## src/rtl/core/ffha_pkg.sv

```systemverilog
// Shared types, constants and state codes of the first-fit heap allocator.
`default_nettype none
package ffha_pkg;

  localparam int HEAP_UNITS_DEF = 1024;
  localparam int MAX_AW         = 16;   // address bits for the largest heap
  localparam int MAX_NW         = 17;   // link bits, one more to hold the null link
  localparam int UW             = 13;   // rounded unit count of a 16-bit byte count
  localparam int UNIT_BYTES     = 16;
  localparam int UNIT_ROUND     = 15;

  localparam logic REQ_ALLOC = 1'b0;
  localparam logic REQ_FREE  = 1'b1;

  typedef enum logic [1:0] {
    STAT_OK    = 2'd0,
    STAT_NOFIT = 2'd1,
    STAT_ZERO  = 2'd2
  } status_t;

  typedef enum logic [4:0] {
    ST_INIT,
    ST_IDLE,
    ST_A_RD,
    ST_A_CHK,
    ST_A_UNL,
    ST_A_S1,
    ST_A_S2,
    ST_F_RD,
    ST_F_CHK,
    ST_F_LRD,
    ST_F_LCHK,
    ST_F_LUNL,
    ST_F_RRD,
    ST_F_RCHK,
    ST_F_RUNL,
    ST_F_P1,
    ST_F_P2,
    ST_RESP
  } state_t;

  typedef struct packed {
    logic [MAX_AW-1:0] rd_addr;
    logic              bu_we;
    logic [MAX_AW-1:0] bu_wa;
    logic [MAX_AW-1:0] bu_wd;
    logic              fm_we;
    logic [MAX_AW-1:0] fm_wa;
    logic              fm_wd;
    logic              nx_we;
    logic [MAX_AW-1:0] nx_wa;
    logic [MAX_NW-1:0] nx_wd;
    logic              pv_we;
    logic [MAX_AW-1:0] pv_wa;
    logic [MAX_NW-1:0] pv_wd;
  } mem_cmd_t;

  typedef struct packed {
    logic [MAX_AW-1:0] bu;
    logic              fm;
    logic [MAX_NW-1:0] nx;
    logic [MAX_NW-1:0] pv;
  } mem_rd_t;

endpackage
`default_nettype wire

```

## src/rtl/core/ffha_ctrl.sv

```systemverilog
// Request sequencer: list walk, header walk, split, unlink, merge and push.
`default_nettype none
module ffha_ctrl #(
  parameter int HEAP_UNITS = ffha_pkg::HEAP_UNITS_DEF
) (
  input  wire                     clk,
  input  wire                     rst,
  input  wire                     in_valid,
  output logic                    in_ready,
  input  wire                     req_type,
  input  wire  [15:0]             size_bytes,
  input  wire  [9:0]              block_offset,
  output logic                    out_valid,
  input  wire                     out_ready,
  output logic [1:0]              status,
  output logic [9:0]              data_offset,
  output ffha_pkg::mem_cmd_t      cmd,
  input  wire ffha_pkg::mem_rd_t  rdata
);
  import ffha_pkg::*;

  localparam int AW = $clog2(HEAP_UNITS);
  localparam int NW = AW + 1;
  localparam int CW = ((AW > UW) ? AW : UW) + 2;
  localparam logic [NW-1:0] NIL = NW'(HEAP_UNITS);

  state_t        state, state_next;
  logic [NW-1:0] head;
  logic          rtype;
  logic [UW-1:0] units;
  logic [NW-1:0] b, nx_b, pv_b, steps, cur, left, h, right;
  logic [AW-1:0] bu_b, bu_h;
  logic          split;

  logic          acc;
  logic [AW-1:0] rd_bu;
  logic          fit, split_w, off_bad;
  logic [NW-1:0] r_w, cur_nx, right_w;

  assign acc     = in_valid && in_ready;
  assign in_ready = (state == ST_IDLE) && !out_valid;
  assign rd_bu   = rdata.bu[AW-1:0];
  assign fit     = rdata.fm && (CW'(rd_bu) >= CW'(units));
  assign split_w = CW'(rd_bu) > (CW'(units) + CW'(1));
  assign r_w     = NW'(CW'(b) + CW'(units) + CW'(1));
  assign cur_nx  = NW'(CW'(cur) + CW'(rd_bu) + CW'(1));
  assign right_w = NW'(CW'(h) + CW'(bu_h) + CW'(1));
  assign off_bad = (block_offset == 10'd0) ||
                   (MAX_NW'(block_offset) > MAX_NW'(HEAP_UNITS));

  // Next state.
  always_comb begin
    state_next = state;
    case (state)
      ST_INIT: state_next = ST_IDLE;
      ST_IDLE: begin
        if (acc) begin
          if (req_type == REQ_ALLOC) begin
            state_next = (size_bytes == 16'd0) ? ST_RESP : ST_A_RD;
          end else begin
            state_next = off_bad ? ST_RESP : ST_F_RD;
          end
        end
      end
      ST_A_RD:   state_next = (steps == NIL || b >= NIL) ? ST_RESP : ST_A_CHK;
      ST_A_CHK: begin
        if (fit) begin
          state_next = split_w ? ST_A_S1 : ST_A_UNL;
        end else begin
          state_next = ST_A_RD;
        end
      end
      ST_A_UNL:  state_next = ST_RESP;
      ST_A_S1:   state_next = ST_A_S2;
      ST_A_S2:   state_next = ST_RESP;
      ST_F_RD:   state_next = (cur >= NIL || cur > h) ? ST_RESP : ST_F_CHK;
      ST_F_CHK: begin
        if (cur != h) begin
          state_next = ST_F_RD;
        end else if (rdata.fm) begin
          state_next = ST_RESP;
        end else begin
          state_next = (left < NIL) ? ST_F_LRD : ST_F_RRD;
        end
      end
      ST_F_LRD:  state_next = ST_F_LCHK;
      ST_F_LCHK: state_next = rdata.fm ? ST_F_LUNL : ST_F_RRD;
      ST_F_LUNL: state_next = ST_F_RRD;
      ST_F_RRD:  state_next = (right_w < NIL) ? ST_F_RCHK : ST_F_P1;
      ST_F_RCHK: state_next = rdata.fm ? ST_F_RUNL : ST_F_P1;
      ST_F_RUNL: state_next = ST_F_P1;
      ST_F_P1:   state_next = ST_F_P2;
      ST_F_P2:   state_next = ST_RESP;
      ST_RESP:   state_next = ST_IDLE;
      default:   state_next = ST_IDLE;
    endcase
  end

  // Store commands.
  always_comb begin
    cmd = '0;
    case (state)
      ST_INIT: begin
        cmd.bu_we = 1'b1;
        cmd.bu_wd = MAX_AW'(HEAP_UNITS - 1);
        cmd.fm_we = 1'b1;
        cmd.fm_wd = 1'b1;
        cmd.nx_we = 1'b1;
        cmd.nx_wd = MAX_NW'(NIL);
        cmd.pv_we = 1'b1;
        cmd.pv_wd = MAX_NW'(NIL);
      end
      ST_A_RD:  cmd.rd_addr = MAX_AW'(b[AW-1:0]);
      ST_F_RD:  cmd.rd_addr = MAX_AW'(cur[AW-1:0]);
      ST_F_LRD: cmd.rd_addr = MAX_AW'(left[AW-1:0]);
      ST_F_RRD: cmd.rd_addr = MAX_AW'(right_w[AW-1:0]);
      ST_A_UNL, ST_F_LUNL, ST_F_RUNL: begin
        cmd.nx_we = pv_b < NIL;
        cmd.nx_wa = MAX_AW'(pv_b[AW-1:0]);
        cmd.nx_wd = MAX_NW'(nx_b);
        cmd.pv_we = nx_b < NIL;
        cmd.pv_wa = MAX_AW'(nx_b[AW-1:0]);
        cmd.pv_wd = MAX_NW'(pv_b);
        cmd.fm_we = (state != ST_F_LUNL);
        cmd.fm_wa = (state == ST_A_UNL) ? MAX_AW'(b[AW-1:0]) : MAX_AW'(right[AW-1:0]);
        cmd.fm_wd = 1'b0;
      end
      ST_A_S1: begin
        cmd.bu_we = 1'b1;
        cmd.bu_wa = MAX_AW'(r_w[AW-1:0]);
        cmd.bu_wd = MAX_AW'(AW'(CW'(bu_b) - CW'(units) - CW'(1)));
        cmd.fm_we = 1'b1;
        cmd.fm_wa = MAX_AW'(r_w[AW-1:0]);
        cmd.fm_wd = 1'b1;
        cmd.nx_we = 1'b1;
        cmd.nx_wa = MAX_AW'(r_w[AW-1:0]);
        cmd.nx_wd = MAX_NW'(nx_b);
        cmd.pv_we = 1'b1;
        cmd.pv_wa = MAX_AW'(r_w[AW-1:0]);
        cmd.pv_wd = MAX_NW'(pv_b);
      end
      ST_A_S2: begin
        cmd.nx_we = pv_b < NIL;
        cmd.nx_wa = MAX_AW'(pv_b[AW-1:0]);
        cmd.nx_wd = MAX_NW'(r_w);
        cmd.pv_we = nx_b < NIL;
        cmd.pv_wa = MAX_AW'(nx_b[AW-1:0]);
        cmd.pv_wd = MAX_NW'(r_w);
        cmd.bu_we = 1'b1;
        cmd.bu_wa = MAX_AW'(b[AW-1:0]);
        cmd.bu_wd = MAX_AW'(AW'(units));
        cmd.fm_we = 1'b1;
        cmd.fm_wa = MAX_AW'(b[AW-1:0]);
        cmd.fm_wd = 1'b0;
      end
      ST_F_P1: begin
        cmd.bu_we = 1'b1;
        cmd.bu_wa = MAX_AW'(h[AW-1:0]);
        cmd.bu_wd = MAX_AW'(bu_h);
        cmd.fm_we = 1'b1;
        cmd.fm_wa = MAX_AW'(h[AW-1:0]);
        cmd.fm_wd = 1'b1;
        cmd.nx_we = 1'b1;
        cmd.nx_wa = MAX_AW'(h[AW-1:0]);
        cmd.nx_wd = MAX_NW'(head);
        cmd.pv_we = 1'b1;
        cmd.pv_wa = MAX_AW'(h[AW-1:0]);
        cmd.pv_wd = MAX_NW'(NIL);
      end
      ST_F_P2: begin
        cmd.pv_we = head < NIL;
        cmd.pv_wa = MAX_AW'(head[AW-1:0]);
        cmd.pv_wd = MAX_NW'(h);
      end
      default: cmd = '0;
    endcase
  end

  always_ff @(posedge clk) begin
    if (rst) begin
      state     <= ST_INIT;
      head      <= '0;
      out_valid <= 1'b0;
    end else begin
      state <= state_next;
      if (out_valid && out_ready) begin
        out_valid <= 1'b0;
      end
      case (state)
        ST_IDLE: begin
          if (acc) begin
            rtype       <= req_type;
            units       <= UW'((17'(size_bytes) + 17'(UNIT_ROUND)) / UNIT_BYTES);
            status      <= (req_type == REQ_ALLOC && size_bytes == 16'd0) ? STAT_ZERO : STAT_OK;
            data_offset <= '0;
            b           <= head;
            steps       <= '0;
            cur         <= '0;
            left        <= NIL;
            h           <= NW'(block_offset - 10'd1);
          end
        end
        ST_A_RD: begin
          if (steps == NIL || b >= NIL) begin
            status <= STAT_NOFIT;
          end
        end
        ST_A_CHK: begin
          if (fit) begin
            bu_b        <= rd_bu;
            nx_b        <= rdata.nx[NW-1:0];
            pv_b        <= rdata.pv[NW-1:0];
            split       <= split_w;
            data_offset <= 10'(MAX_NW'(b) + MAX_NW'(1));
          end else begin
            b     <= rdata.nx[NW-1:0];
            steps <= steps + NW'(1);
          end
        end
        ST_A_S2, ST_A_UNL: begin
          if (pv_b >= NIL) begin
            head <= split ? r_w : nx_b;
          end
        end
        ST_F_CHK: begin
          if (cur != h) begin
            left <= cur;
            cur  <= cur_nx;
          end else begin
            bu_h <= rd_bu;
          end
        end
        ST_F_LCHK: begin
          bu_b <= rd_bu;
          nx_b <= rdata.nx[NW-1:0];
          pv_b <= rdata.pv[NW-1:0];
        end
        ST_F_LUNL: begin
          if (pv_b >= NIL) begin
            head <= nx_b;
          end
          bu_h <= AW'(CW'(bu_b) + CW'(bu_h) + CW'(1));
          h    <= left;
        end
        ST_F_RRD: right <= right_w;
        ST_F_RCHK: begin
          nx_b <= rdata.nx[NW-1:0];
          pv_b <= rdata.pv[NW-1:0];
          if (rdata.fm) begin
            bu_h <= AW'(CW'(bu_h) + CW'(rd_bu) + CW'(1));
          end
        end
        ST_F_RUNL: begin
          if (pv_b >= NIL) begin
            head <= nx_b;
          end
        end
        ST_F_P2: head <= h;
        ST_RESP: out_valid <= 1'b1;
        default: ;
      endcase
    end
  end

`ifndef SYNTHESIS
  a_no_accept_while_busy: assert property (@(posedge clk) disable iff (rst)
    !(acc && out_valid)) else $error("request accepted while a response waits");
  a_walk_in_range: assert property (@(posedge clk) disable iff (rst)
    (state == ST_A_CHK) |-> (b < NIL)) else $error("list walk read past null link");
  a_resp_valid: assert property (@(posedge clk) disable iff (rst)
    (state == ST_RESP) |=> out_valid) else $error("response not raised");
  a_free_ok: assert property (@(posedge clk) disable iff (rst)
    (state == ST_RESP && rtype == REQ_FREE) |-> (status == STAT_OK && data_offset == 10'd0))
    else $error("free response not plain ok");
`endif

endmodule
`default_nettype wire

```

## config.mk

```make
export PLATFORM = sky130hd
export DESIGN_NAME = ffha_ctrl
export DESIGN_NICKNAME = d
export VERILOG_FILES = /design/src/rtl/core/ffha_pkg.sv /design/src/rtl/core/ffha_ctrl.sv
export SDC_FILE = /design/constraint.sdc
export NUM_CORES = 1
export LEC_CHECK = 0
export ABC_AREA = 0
export BUFFER_PORTS_ARGS = -buffer_cell sky130_fd_sc_hd__buf_2
export CAP_MARGIN = 20
export CORE_MARGIN = 2
export CORE_UTILIZATION = 35
export DETAILED_ROUTE_END_ITERATION = 16
export PLACE_DENSITY = 0.64
export SETUP_SLACK_MARGIN = 0.1
export SLEW_MARGIN = 20
export SYNTH_ARGS = -nofsm -noshare
export SYNTH_HDL_FRONTEND = slang
export SYNTH_SLANG_ARGS = --single-unit
```

## constraint.sdc

```tcl
create_clock -name clk -period 10.6 [get_ports clk]
set_clock_uncertainty 0.2 [all_clocks]
set_input_delay 0.53 -clock clk [delete_from_list [all_inputs] [get_ports clk]]
set_output_delay 0.53 -clock clk [all_outputs]
set_load 0.01 [all_outputs]
```

==> results of run 1 <==
==> worst max path at each step <==
stage          endpoint  slack [ns]       from  cells after the start
3_3_place_gp    cmd[69]        6.75   state[0]                      5
5_1_grt         cmd[77]        6.12       b[0]                     10
3_5_place_dp    cmd[69]        6.79   state[0]                      5
6_report        cmd[69]        6.15   state[0]                      5
4_1_cts         cmd[77]        6.30       b[0]                     10
2_1_floorplan   nx_b[0]        6.18  rdata[35]                      8
==> stage by stage <==
step | cell area (µm²) | cells
4_1_cts | 13200 | 1839
5_1_grt | 13200 | 1839
3_3_place_gp | 12600 | 1807
3_5_place_dp | 12600 | 1807
2_1_floorplan | 11600 | 1277
6_report | 13200 | 1839
==> layer usage <==
layer | vias to the layer above | wire [µm] | GRT usage, %
li1 | 4774 | - | -
met1 | 4879 | 15800 | 29.5
met2 | 550 | 17400 | 35.1
met3 | 96 | 3550 | 4.39
met4 | 2 | 1780 | 11.6
met5 | - | 16 | 0
==> logic make-up (layout without fill, tap and decap cells) <==
logic type,count (synthesis),in the layout
AOI/OAI and AO/OA,308,308
buffers and inverters,155,275
xor gates and xnor gates,91,91
muxes,2,2
and+or+nand+nor,424,424
DFF,150,150
other,1,48
adders and majority gates,99,99
==> critical path, stage by stage (launching register included) <==
cell and delay, ns:
dfxtp_1 0.80, nor2b_1 0.45, nand3_1 0.58, o21ai_0 0.99, a221o_1 0.29, buf_2 0.16
==> synthesized netlist by cell type (all sizes together), types with 8 or more instances <==
master	count	share of area (%)
o21a	11	0.72
inv	62	2.0
and3	22	1.2
ha	93	10
buf	63	3.7
a22oi	19	1.2
nor4	11	0.60
xnor2	56	4.3
dfxtp	17	3.0
nor2	114	3.7
nand3b	8	0.53
edfxtp	133	35
nand3	28	1.2
o21ai	63	2.8
nand2b	16	0.88
clkbuf	30	0.99
a21o	33	2.2
a221o	37	3.2
a221oi	11	0.84
nand2	140	4.6
xor2	35	2.7
o221ai	9	0.69
nor2b	17	0.93
a21oi	53	2.4
a222oi	8	0.70
nand4	8	0.49
or3	9	0.49
nor3	30	1.4
==> power groups by stage <==
stage	clock network, mW	registers, mW	logic [mW]
6_report	0.621	0.692	0.257
5_1_grt	0.651	0.693	0.284
4_1_cts	0.626	0.691	0.255
3_5_place_dp	0	0.704	0.253
3_3_place_gp	0	0.704	0.248
2_1_floorplan	0	0.687	0.179
==> final cells by class <==
| cell class | instances | area [µm²] | share of cell area [%] |
|---|---|---|---|
| multi-input combinational | 972 | 6520 | 49.4 |
| sequential | 150 | 4330 | 32.8 |
| timing repair buffer | 181 | 948 | 7.19 |
| tap | 442 | 553 | 4.19 |
| clock buffer | 17 | 425 | 3.22 |
| inverter | 62 | 233 | 1.76 |
| clock inverter | 15 | 186 | 1.41 |
==> out/metrics.yaml, run 1 <==
timing:
  hold_viol: 0
  period_minus_slack_ns: 4.45
  grt_setup_unrepaired: "no"
  max_slew.worst_pin.slew_ns: 0.975
  period_share_pct: 42.0
  fmax_mhz: 225
  finalSetupTns_ns: 0
  setup_viol: 0
  layout_setup_ws_ns: 6.15
  slew_violations: 0
  hold-worst-slack_ns: 0.0488
  slew_headroom_pct: 34.3
floorplanning:
  initial_core_util_pct: 35.3
  io_pins: 231
  die-area_um2: 34100
  die_w_um: 185
  fp.coreArea_um2: 32400
  die_y_um: 185
  rows: 66
final_layout:
  n_antenna_cell: 0
  largest-register: "units"
  drive_above_1_share_pct: 16.6
  final_util_pct: 40.8
  layout_common_cells: "buf_2, nand2_1, edfxtp_1"
  final_common_cell: "buf_2"
  largest_reg_flops: 13
  layout.nets: 1565
  nFillCells: 3268
  synthToLayoutAreaGrowth_pct: 15.6
pwr:
  powerDensity_nw_per_um2: 119
  internal_power_mw: 1.08
  seq_power_share_pct: 44.1
  clkPwrFrac_pct: 39.6
  power_switching_mw: 0.492
  power_mw: 1.57
  peakVddDrop_mv: 0.116
  leakage_nw: 5.73
  swShare_pct: 31.3
  p_comb_share_pct: 16.4
synthesis:
  syn_inst: 1230
  avgSynthCellArea_um2: 9.28
  yosys.area_share.simple_pct: 17.5
  ys_async_sr_fraction_pct: 0
  synthAdderAreaFrac_pct: 11.2
  synth_cell_types: 68
  yosysSeqAreaShare_pct: 38.0
  synth_compound_area_share_pct: 19.3
  synth_ff_type: "edfxtp_1"
  synth_top_family_by_area: "compound AO/OA/AOI/OAI gates"
  synthesis.area_um2: 11400
  synth_edf_count: 133
  synthMuxAreaShare_pct: 0.219
  yosys_warnings: 0
  synth-seq-cells: 150
  synthXorXnorAreaFrac_pct: 6.98
detailed_routing:
  drc: 0
  viasPerCell: 5.60
  drtIter0Drc: 1231
  ant_nets: 0
  dr.pass1.iters: 7
  drt_wl_total_um: 38600
  routedWlPerCell_um: 21.0
  vias: 10301
critical_path:
  worst-path-max-fanout: 23
  required_ns: 9.87
  cp-end-kind: "output port"
  ff2ff_path_depth: 8
  path_class: "reg -> out"
  r2r_start: "units[1]"
  critPathLaunchType: "flop"
  r2r-end: "data_offset[0]"
  reg2reg_setup_slack_ns: 7.07
  crit_arrival_ns: 3.72
clock_tree:
  hold_buffers: 0
  cts_tree: "built"
  postCtsSetupRepairBufs: 0
  clock_path_buffers: 2
  clock-root-buffer: "clkbuf_16"
  post_cts_resize_count: 0
  clk_latency_ns: 0.45
  clk_pin_slew_ns: 0.08
  htreeDepth: 4
  cts_sinks: 150
  cts_made_buffers: 17
placement:
  dpl.hpwl_um: 29700
  portBuffers: 164
  pre_cts_slack_ns: 6.79
  globalplace.congestion: 0.931
grt:
  grt_overflow: 0
  antenna_found_initial: 1
  grtUsageTotal_pct: 22.5
  first_global_vias: 9716
  grt_pass1_wl_um: 57400
  grt_max_degree: 39
worst_hold_path:
  min_to: "pv_b[0]"
  min-delay-path-class: "in -> reg"
  min_from: "rdata[0]"
  hold_depth: 1
job:
  maxCapViolCount: 0
run_status:
  status: "completed"
No activity file was read; power rests on OpenSTA's default activity.
==> run 2, diff against run 1 <==
Settings changed: PLACE_DENSITY 0.64 to 0.66.
Clock period 10.6 ns to 4 ns, I/O delays scaled along.
==> run 2 against run 1 <==
  * Wire length grew 4.2%
  * Global-route usage grew 0.89 points
  * Flip-flop and latch count is the same
  * Utilization grew 2.4 points
  * Sequential share of layout area shrank 1.9 points
  * Worst setup slack lost 5.8 ns
  * Register-to-register slack lost 6.5 ns
  * Largest cell class unchanged
  * Sequential power grew to 2.6 times the previous value
  * Die area is the same
  * Via count grew 5.4%
  * First-iteration DRC count shrank 11%
  * Non-clock buffer count grew 79
==> out/metrics.yaml, run 2 (synthesized netlist as in run 1, its figures left out) <==
detailed_routing:
  viasPerCell: 5.66  # +1.1%
  dr.pass1.iters: 8  # +1
  vias: 10858  # +5.4%
  drt_wl_total_um: 40200  # +4.2%
  ant_nets: 0  # unchanged
  drtIter0Drc: 1091  # -11%
  routedWlPerCell_um: 21.0  # -0.10%
  drc: 0  # unchanged
grt:
  first_global_vias: 10174  # +4.7%
  antenna_found_initial: 0  # -1
  grt_pass1_wl_um: 59800  # +4.2%
  grtUsageTotal_pct: 23.4  # +0.89 points
  grt_max_degree: 32  # -18%
  grt_overflow: 0  # unchanged
timing:
  hold_viol: 0  # unchanged
  setup_viol: 0  # unchanged
  slew_headroom_pct: 41.2  # +6.9 points
  period_share_pct: 92.3
  hold-worst-slack_ns: 0.0312  # -0.0176 ns
  grt_setup_unrepaired: "no"
  fmax_mhz: 271
  slew_violations: 0  # unchanged
  max_slew.worst_pin.slew_ns: 0.878  # -0.0970 ns
  period_minus_slack_ns: 3.69
  finalSetupTns_ns: 0  # unchanged
run_status:
  status: "completed"
pwr:
  leakage_nw: 6.09  # +6.4%
  power_mw: 4.41  # +180%
  powerDensity_nw_per_um2: 316  # +170%
  peakVddDrop_mv: 0.290  # +150%
job:
  maxCapViolCount: 0  # unchanged
critical_path:
  ff2ff_path_depth: 8  # unchanged
  path_class: "reg -> out"
  cpPeakStageDelay_ns: 0.49  # -0.50 ns
  setup.worst_path.start: "units[0]"
  critPathTopFamily: "compound AO/OA/AOI/OAI gates"
  crit_arrival_ns: 3.29  # -0.43 ns
  cp-end-kind: "output port"
  r2r-end: "data_offset[0]"
  required_ns: 3.60  # -6.27 ns
  reg2reg_setup_slack_ns: 0.59  # -6.48 ns
  worst-path-max-fanout: 7  # -70%
  critical_path.endpoint: "cmd[110]"
  r2r_start: "units[0]"
  path_cells: "inv_1, ha_1, fa_1, nor2b_1, o2111ai_1, a31oi_1, xnor2_1, o21ai_1, buf_4, a21o_1, buf_2"
  critPathBufInv: 3  # +2
  crit_cells: 11  # +6
  critPathLaunchType: "flop"
  slowest_stage: "edfxtp_1"
final_layout:
  nFillCells: 3143  # -3.8%
  seqCellArea_um2: 4330  # unchanged
  final_common_cell: "buf_2"
  layout.nets: 1644  # +5.0%
  n_antenna_cell: 0  # unchanged
  layout_common_cells: "buf_2, nand2_1, edfxtp_1"
  largest_reg_flops: 13  # unchanged
  largest-register: "units"
  synthToLayoutAreaGrowth_pct: 22.5
  multi_input_area_um2: 6520  # about the same
  drive_above_1_share_pct: 16.8  # +0.20 points
  stdcell_area_um2: 14000  # +6.0%
floorplanning:
  initial_core_util_pct: 35.3  # unchanged
  io_pins: 231  # unchanged
  die_y_um: 185  # unchanged
  die_w_um: 185  # unchanged
  die-area_um2: 34100  # unchanged
  fp.coreArea_um2: 32400  # unchanged
  rows: 66  # unchanged
clock_tree:
  htreeDepth: 4  # unchanged
  clock-root-buffer: "clkbuf_16"
  cts_tree: "built"
  cts_sinks: 150  # unchanged
  clk_pin_slew_ns: 0.07  # about the same
  cts_made_buffers: 17  # unchanged
  clock_path_buffers: 2  # unchanged
  postCtsSetupRepairBufs: 0  # unchanged
  clk_latency_ns: 0.44  # about the same
placement:
  placedInstanceArea_um2: 12700  # +1.1%
  dpl.hpwl_um: 30300  # +2.1%
  globalplace.congestion: 0.934  # +0.28%
  portBuffers: 164  # unchanged
worst_hold_path:
  min-delay-path-class: "in -> reg"
==> run 2: cell count changes in the layout (fill, tap and decap cells not counted), sizes merged <==
| cell | previous run | this run |
|---|---|---|
| buf | 181 | 199 |
| dlygate4sd3 | 0 | 61 |
| inv | 67 | 70 |
| bufinv | 0 | 4 |
| clkinv | 10 | 2 |
| clkinvlp | 0 | 1 |
==> run 2: what timing repair did <==
action	CTS	global route
gates resized for setup	0	2
endpoints found under the setup margin	0	4
hold buffers	61	0
endpoints found under the hold margin	69	0
==> run 2: area by class of cell <==
cell class | count | area share (%)
Multi-Input combinational cell | 972 | 46.6
Sequential cell | 150 | 31.0
Timing Repair Buffer | 260 | 12.1
Tap cell | 442 | 3.95
Clock buffer | 17 | 3.04
Inverter | 62 | 1.66
Clock inverter | 15 | 1.65
==> run 2: power breakdown <==
part / internal, mW / switching [mW] / leakage, nW / total [mW]
Combinational: 0.312 / 0.462 / 4.42 / 0.774
Sequential: 1.75 / 0.0594 / 1.35 / 1.81
Clock: 1.07 / 0.754 / 0.318 / 1.83
Total: 3.14 / 1.28 / 6.09 / 4.41
==> run 2: per-layer routing <==
layer	GRT usage (%)	vias up	wire (µm)
met2	36.0	651	17800
met4	13.0	0	2230
li1	-	4923	-
met3	4.23	128	3870
met5	0	-	0
met1	30.9	5156	16400
==> run 2: how the worst min path moves through the flow <==
stage / endpoint / cells past startpoint / from
3_5_place_dp: pv_b[10] / 1 / rdata[10]
2_1_floorplan: bu_b[0] / 0 / rdata[35]
6_report: h[2] / 3 / block_offset[2]
4_1_cts: h[2] / 3 / block_offset[2]
3_3_place_gp: pv_b[2] / 1 / rdata[2]
5_1_grt: h[2] / 3 / block_offset[2]
==> run 2: through the flow <==
stage | instances | setup WS, ns | utilization [%]
final | 1918 | 0.309 | 43.2
after global routing | 1918 | 0.143 | 43.2
after CTS | 1918 | 0.157 | 43.2
after detailed placement | 1825 | 0.612 | 39.3
after global placement | 1825 | 0.672 | 39.3
after floorplan | 1277 | 0.508 | -
==> run 2: worst min-delay path, delay by kind of cell <==
kind / cells / cell delay [ns]
AOI/OAI and AO/OA: 1 / 0.15
buffers and inverters: 1 / 0.12
xor gates and xnor gates: 1 / 0.09
